$ cat src/sv/qrr_pkg.sv
`timescale 1ns / 1ps

package qrr_pkg;

	localparam int FRAC_BITS   = 16;
	localparam int COEF_W      = 32;
	localparam int DISC_W      = 65;
	localparam int ROOT_W      = 34;
	localparam int RAD_W       = 2 * ROOT_W;
	localparam int REM_W       = ROOT_W + 2;
	localparam int NUM_W       = ROOT_W + 2;
	localparam int MAG_W       = ROOT_W;
	localparam int DIVD_W      = MAG_W + FRAC_BITS + 2;
	localparam int DEN_W       = COEF_W + 1;
	localparam int Q_W         = COEF_W;
	localparam int DISC_STAGES = 3;
	localparam int SQRT_STAGES = ROOT_W;
	localparam int DIV_STAGES  = Q_W + 1;

	localparam logic [1:0] ST_OK   = 2'd0;
	localparam logic [1:0] ST_AZERO = 2'd1;
	localparam logic [1:0] ST_NEG  = 2'd2;
	localparam logic [1:0] ST_SAT  = 2'd3;

	typedef struct packed {
		logic signed [COEF_W-1:0] coef_a;
		logic signed [COEF_W-1:0] coef_b;
		logic signed [COEF_W-1:0] coef_c;
	} in_t;

	typedef struct packed {
		logic signed [COEF_W-1:0] root_plus;
		logic signed [COEF_W-1:0] root_minus;
		logic [1:0]               status;
	} out_t;

	// per-item context that rides alongside the arithmetic
	typedef struct packed {
		logic [1:0]               code;
		logic                     a_neg;
		logic [COEF_W-1:0]        ua;
		logic signed [COEF_W-1:0] b;
	} ctx_t;

	typedef struct packed {
		logic [Q_W-1:0] q;
		logic           ovf;
		logic           neg;
	} quo_t;

	typedef struct packed {
		logic [COEF_W-1:0] val;
		logic              sat;
	} root_t;

endpackage

$ cat src/sv/qrr_div.sv
`timescale 1ns / 1ps

module qrr_div import qrr_pkg::*; (
	input  logic                    clk,
	input  logic                    en,
	input  logic signed [NUM_W-1:0] num,
	input  logic                    a_neg,
	input  logic [COEF_W-1:0]       ua,
	output quo_t                    quo
);

	localparam int HI_W = DIVD_W - Q_W;

	logic [NUM_W-1:0]  mag_c;
	logic [DIVD_W-1:0] divd_c;
	logic [DEN_W-1:0]  den_c;

	logic [DEN_W-1:0] rem_s [0:Q_W];
	logic [Q_W-1:0]   lo_s  [0:Q_W];
	logic [Q_W-1:0]   q_s   [0:Q_W];
	logic [DEN_W-1:0] den_s [0:Q_W];
	logic             ovf_s [0:Q_W];
	logic             neg_s [0:Q_W];

	assign mag_c  = num[NUM_W-1] ? NUM_W'(-num) : NUM_W'(num);
	assign divd_c = {2'b00, mag_c[MAG_W-1:0], {FRAC_BITS{1'b0}}}
		+ {{(DIVD_W-COEF_W){1'b0}}, ua};
	assign den_c  = {ua, 1'b0};

	// prep stage: rounded dividend, overflow when the quotient needs more than Q_W bits
	always_ff @(posedge clk) begin
		if (en) begin
			rem_s[0] <= DEN_W'(divd_c[DIVD_W-1:Q_W]);
			lo_s[0]  <= divd_c[Q_W-1:0];
			q_s[0]   <= '0;
			den_s[0] <= den_c;
			ovf_s[0] <= {{(DEN_W-HI_W){1'b0}}, divd_c[DIVD_W-1:Q_W]} >= den_c;
			neg_s[0] <= num[NUM_W-1] != a_neg;
		end
	end

	for (genvar i = 0; i < Q_W; i++) begin : g_stage
		logic [DEN_W:0] rem_sh;
		logic           take;

		assign rem_sh = {rem_s[i], lo_s[i][Q_W-1]};
		assign take   = rem_sh >= {1'b0, den_s[i]};

		always_ff @(posedge clk) begin
			if (en) begin
				rem_s[i+1] <= take ? DEN_W'(rem_sh - {1'b0, den_s[i]}) : DEN_W'(rem_sh);
				lo_s[i+1]  <= {lo_s[i][Q_W-2:0], 1'b0};
				q_s[i+1]   <= {q_s[i][Q_W-2:0], take};
				den_s[i+1] <= den_s[i];
				ovf_s[i+1] <= ovf_s[i];
				neg_s[i+1] <= neg_s[i];
			end
		end
	end

	assign quo.q   = q_s[Q_W];
	assign quo.ovf = ovf_s[Q_W];
	assign quo.neg = neg_s[Q_W];

endmodule

$ cat config.mk
export PLATFORM = sky130hd
export DESIGN_NAME = qrr_div
export DESIGN_NICKNAME = d
export VERILOG_FILES = /design/src/sv/qrr_pkg.sv /design/src/sv/qrr_div.sv
export SDC_FILE = /design/constraint.sdc
export NUM_CORES = 2
export LEC_CHECK = 0
export BUFFER_PORTS_ARGS = -buffer_cell sky130_fd_sc_hd__buf_4
export CAP_MARGIN = 30
export CORE_UTILIZATION = 64
export DETAILED_ROUTE_END_ITERATION = 6
export PLACE_DENSITY = 0.87
export SETUP_SLACK_MARGIN = 0.3
export SLEW_MARGIN = 10
export SYNTH_ARGS = -nofsm -noshare
export SYNTH_HDL_FRONTEND = slang
export SYNTH_MEMORY_MAX_BITS = 65536
export SYNTH_SLANG_ARGS = --single-unit
$ cat constraint.sdc
create_clock -name clk -period 10.1 [get_ports clk]
set_clock_uncertainty 0.15 [all_clocks]
set_input_delay 2.02 -clock clk [delete_from_list [all_inputs] [get_ports clk]]
set_output_delay 2.02 -clock clk [all_outputs]
set_load 0.005 [all_outputs]
Word level (Yosys, flattened, before mapping):

Memories as Yosys holds them, arrays and structs flattened.
Index checks and enable logic that the tools add are counted.
Widths: inputs -> output; s select.

* register bits: 0
* bits in latches: 0
* memory bits (writable): 4356
* memory bits (read-only): 0
* bits of input ports: 71
* memories kept: 6

* add/subtract/negate cells: 34
* multipliers: 0
* divide/modulo/power cells: 0
* $lt $le $gt $ge: 33
* eq/ne operators: 1
* shift-type cells: 0
* multiplexer cells: 35
* bitwise gates (word level): 0
* reductions and logical operators: 0

Memory list
* den_s: depth 33, width 33, rd ports 32, clocked after memory_dff 0, wr ports 33, RTL line qrr_div.sv:21 `logic [DEN_W-1:0] den_s [0:Q_W];`
* rem_s: depth 33, width 33, rd ports 32, clocked after memory_dff 0, wr ports 33, RTL line qrr_div.sv:18 `logic [DEN_W-1:0] rem_s [0:Q_W];`
* lo_s: depth 33, width 32, rd ports 32, clocked after memory_dff 0, wr ports 33, RTL line qrr_div.sv:19 `logic [Q_W-1:0] lo_s [0:Q_W];`
* q_s: depth 33, width 32, rd ports 33, clocked after memory_dff 0, wr ports 33, RTL line qrr_div.sv:20 `logic [Q_W-1:0] q_s [0:Q_W];`
* neg_s: depth 33, width 1, rd ports 33, clocked after memory_dff 0, wr ports 33, RTL line qrr_div.sv:23 `logic neg_s [0:Q_W];`
* ovf_s: depth 33, width 1, rd ports 33, clocked after memory_dff 0, wr ports 33, RTL line qrr_div.sv:22 `logic ovf_s [0:Q_W];`

Operator list (number)
* $ge 34x33->1: 32
* $mux 33: 32
* $sub 33x33->33: 32
* $add 50x32->51: 1
* $mux 34: 1
* $neg 34->34: 1
* $ge 19x33->1: 1
* $mux 1: 2
* $ne 1x1->1: 1

Logic depth before layout (Yosys ltp):

* depth after elaboration: 4
* gate-level depth with buffers: 28

Least setup slack after synthesis:

OpenSTA, ideal clock, no wires.

* path type: input to register
* start point: in num[5]
* end point: mem ovf_s[0][0] (data pin)
* setup time: 0.259 ns
* arrival time: 7.498 ns
* required time: 9.691 ns
* path slack: 2.193 ns
* stages on the path: 25
* cell sequence: or4_1 -> nor3_1 -> a21oi_1 -> xor2_1 -> ha_1 -> nand2_1 -> a2111oi_0 -> o21ai_0 -> a311oi_1 -> or4b_1 -> buf_2 -> or3_4 -> a21oi_1 -> nor2_1 -> xor2_1 -> ha_1 -> a21oi_1 -> nor2b_1 -> o21ai_0 -> nand2b_1 -> a21oi_1 -> nor2b_1 -> o21ai_0 -> a21oi_1 -> o31a_1

RTL lines
* from (decl): RTL line qrr_div.sv:6 `input logic signed [NUM_W-1:0] num,`
* to (decl): RTL line qrr_div.sv:22

==> results.json <==
{
  "die_width_um": 484.6,
  "fillers": 15870,
  "grt_max_degree": 188,
  "final_max_slew_viol_count": 0,
  "portBuffers": 103,
  "cts_resized": 0,
  "yosysSeqAreaShare": 0.5602,
  "rows": 176,
  "drive_gt1_frac": 0.08146,
  "crit_path_max_incr_delay_ns": 0.69,
  "synthFlopType": "edfxtp_1",
  "syn_inst": 12770,
  "grt_pass1_wl_um": 555400,
  "switching_share": 0.3722,
  "max_slew_margin": 0.2406,
  "grt_pass1_vias": 98350,
  "synth.top_cells.by_count": "edfxtp_1, inv_1, ha_1",
  "fp.dieArea_um2": 234800,
  "synth-seq-cells": 2781,
  "hp-class": "reg -> reg",
  "netlist_area_um2": 149100,
  "crit_required_ns": 10.58,
  "overflow": 0,
  "h-tree-depth": 5,
  "die_h_um": 484.6,
  "dp_hpwl_um": 266200,
  "setup_viol": 0,
  "antenna_found_initial": 6,
  "yosys.area.top_type": "edfxtp_1",
  "r2r_cells": 11,
  "setup-tns-final_ns": 0,
  "syn_nets": 13920,
  "fin_crit_sh": 0.7910,
  "power_frac_seq": 0.355,
  "core_area_um2": 230800,
  "crit_path_top_delay_cell": "a2111oi_0",
  "ant_nets": 0,
  "worstPathArrival_ns": 8.47,
  "netSwitchingPower_uw": 19520,
  "yosys_warnings": 0,
  "clk_pin_slew_ns": 0.06,
  "worstSetupEndpointType": "flip-flop",
  "num_vias": 100300,
  "max_freq_ghz": 0.1252,
  "clockBufferDepth": 4,
  "place_ws_ns": 1.207,
  "finalHoldViolations": 0,
  "drtIter0Drc": 9047,
  "min_path_cells": 0,
  "clkPwrFrac": 0.210,
  "grt_setup_unrepaired": "no",
  "insertion_delay_ns": 0.93,
  "routed_via_density": 6.178,
  "synth-edff-count": 2781,
  "tightest_slew_ns": 1.139,
  "critPathKind": "in -> reg",
  "violations": "DRC",
  "power_report.internal_total_uw": 32920,
  "wirelength_um": 359900,
  "ctsHoldBuffers": 0,
  "yosysMostFrequentCell": "edfxtp_1",
  "cpMostUsedCell": "a21oi_1",
  "synth.area.top_cells": "edfxtp_1, ha_1, inv_1, a21oi_1, o21ai_0",
  "cts_sinks": 2781,
  "synth_cell_types": 90,
  "worst_slack_ns": 2.111,
  "p_leak_uw": 0.06613,
  "max-cap-violations": 0,
  "grt_use_total": 0.3022,
  "r2r_setup_slack_ns": 5.10,
  "cp_max_fo": 6,
  "syn2layout_area_growth_pct": 9.619,
  "first_pass_iters": 7,
  "min_period_ns": 7.989,
  "startpoint_type": "input pin",
  "pwr-share-comb": 0.435,
  "wl_per_cell_um": 22.16,
  "status": "finished, violations left",
  "initial_core_util": 0.6459,
  "ir_drop_mv": 0.1867,
  "final_core_util": 0.7080,
  "routabilityCongestion": 0.9479,
  "cts_root_buffer": "clkbuf_16",
  "async_flop_share": 0,
  "drc_errors": 1,
  "p_total_uw": 52440,
  "ios": 105,
  "postCtsSetupBuffers": 0,
  "cts_tree": "yes",
  "final_nets": 14140,
  "yosysTopAreaCellShare": 0.5602,
  "syn_area_per_cell_um2": 11.68,
  "cts_made_buffers": 308,
  "power.density_nw_per_um2": 320.9
}
state kept, by name (all words and copies together), names as in the netlist:
signal / flops
neg_s: 33
ovf_s: 33
rem_s: 1042
den_s: 618
q_s: 528
lo_s: 527
cell type report:
cell class	instances	area, µm²	share of cell area
Clock inverter	168	1760	0.01077
Multi-Input combinational cell	8429	59920	0.3667
Antenna cell	7	17.52	0.0001072
Inverter	1293	4853	0.02970
Timing Repair Buffer	178	1550	0.009487
Sequential cell	2781	83510	0.5111
Tap cell	3026	3786	0.02317
Clock buffer	360	8009	0.04901
cells in the final DEF (no fill, tap or decap), types with 166 or more instances in the layout:
cell          n
inv_1      1292
edfxtp_1   2781
xnor2_1     511
nand3_1     167
xor2_1      348
nand4_1     166
clkbuf_16   313
a21o_1      449
o21a_1      169
a21oi_1     947
nor2_1      638
ha_1       1047
nand2_1     975
o21ai_0     934
mux2_2      360
per-stage QoR:
stage,instance area (µm²),std cells,hold WS [ns]
2_1_floorplan,149100,12770,0.2503
4_1_cts,163300,16230,0.2350
5_1_grt,163400,16240,0.2487
6_report,163400,16240,0.2480
3_5_place_dp,153600,15700,0.2545
3_3_place_gp,153500,15700,0.2503
layer usage:
layer,vias to the layer above,track usage,part of all wire
met5,-,0,0.00010
met4,2,0.1243,0.045
met3,878,0.03480,0.053
met2,3536,0.5270,0.50
met1,48450,0.3828,0.40
li1,47470,-,-
kinds of logic after synthesis:
| kind of cell | synth area share |
|---|---|
| AO/OA/AOI/OAI | 0.1408 |
| XOR/XNOR | 0.05047 |
| adder cells (fa/ha/maj) | 0.09218 |
| buffers and inverters | 0.03938 |
| flip-flops | 0.5602 |
| multiplexers | 0.03002 |
| AND/OR/NAND/NOR | 0.08689 |
power groups by stage:
stage / sequential (µW) / combinational, µW / clock, µW
detailed placement: 18800 / 22200 / 0
CTS: 18600 / 22500 / 11200
finish: 18600 / 22800 / 11000
global placement: 18700 / 21600 / 0
floorplan: 17700 / 17000 / 0
global route: 18800 / 25100 / 11600
final timing paths:
kind,startpoint,to
setup reg to reg,rem_s[0][398]$_DFFE_PP_,rem_s[0][434]$_DFFE_PP_
setup / recovery,num[5],ovf_s[0][0]$_DFFE_PP_
hold reg to reg,ovf_s[0][6]$_DFFE_PP_,ovf_s[0][7]$_DFFE_PP_
hold / removal,ovf_s[0][6]$_DFFE_PP_,ovf_s[0][7]$_DFFE_PP_
worst max-delay path, delay by kind of cell:
kind / cells / cell delay, ns
fa+ha+maj: 2 / 0.66
compound gates: 11 / 2.72
xor+xnor: 2 / 0.36
simple gates: 9 / 2.19
buf+inv: 3 / 0.49
No activity file was read; power rests on OpenSTA's default activity.
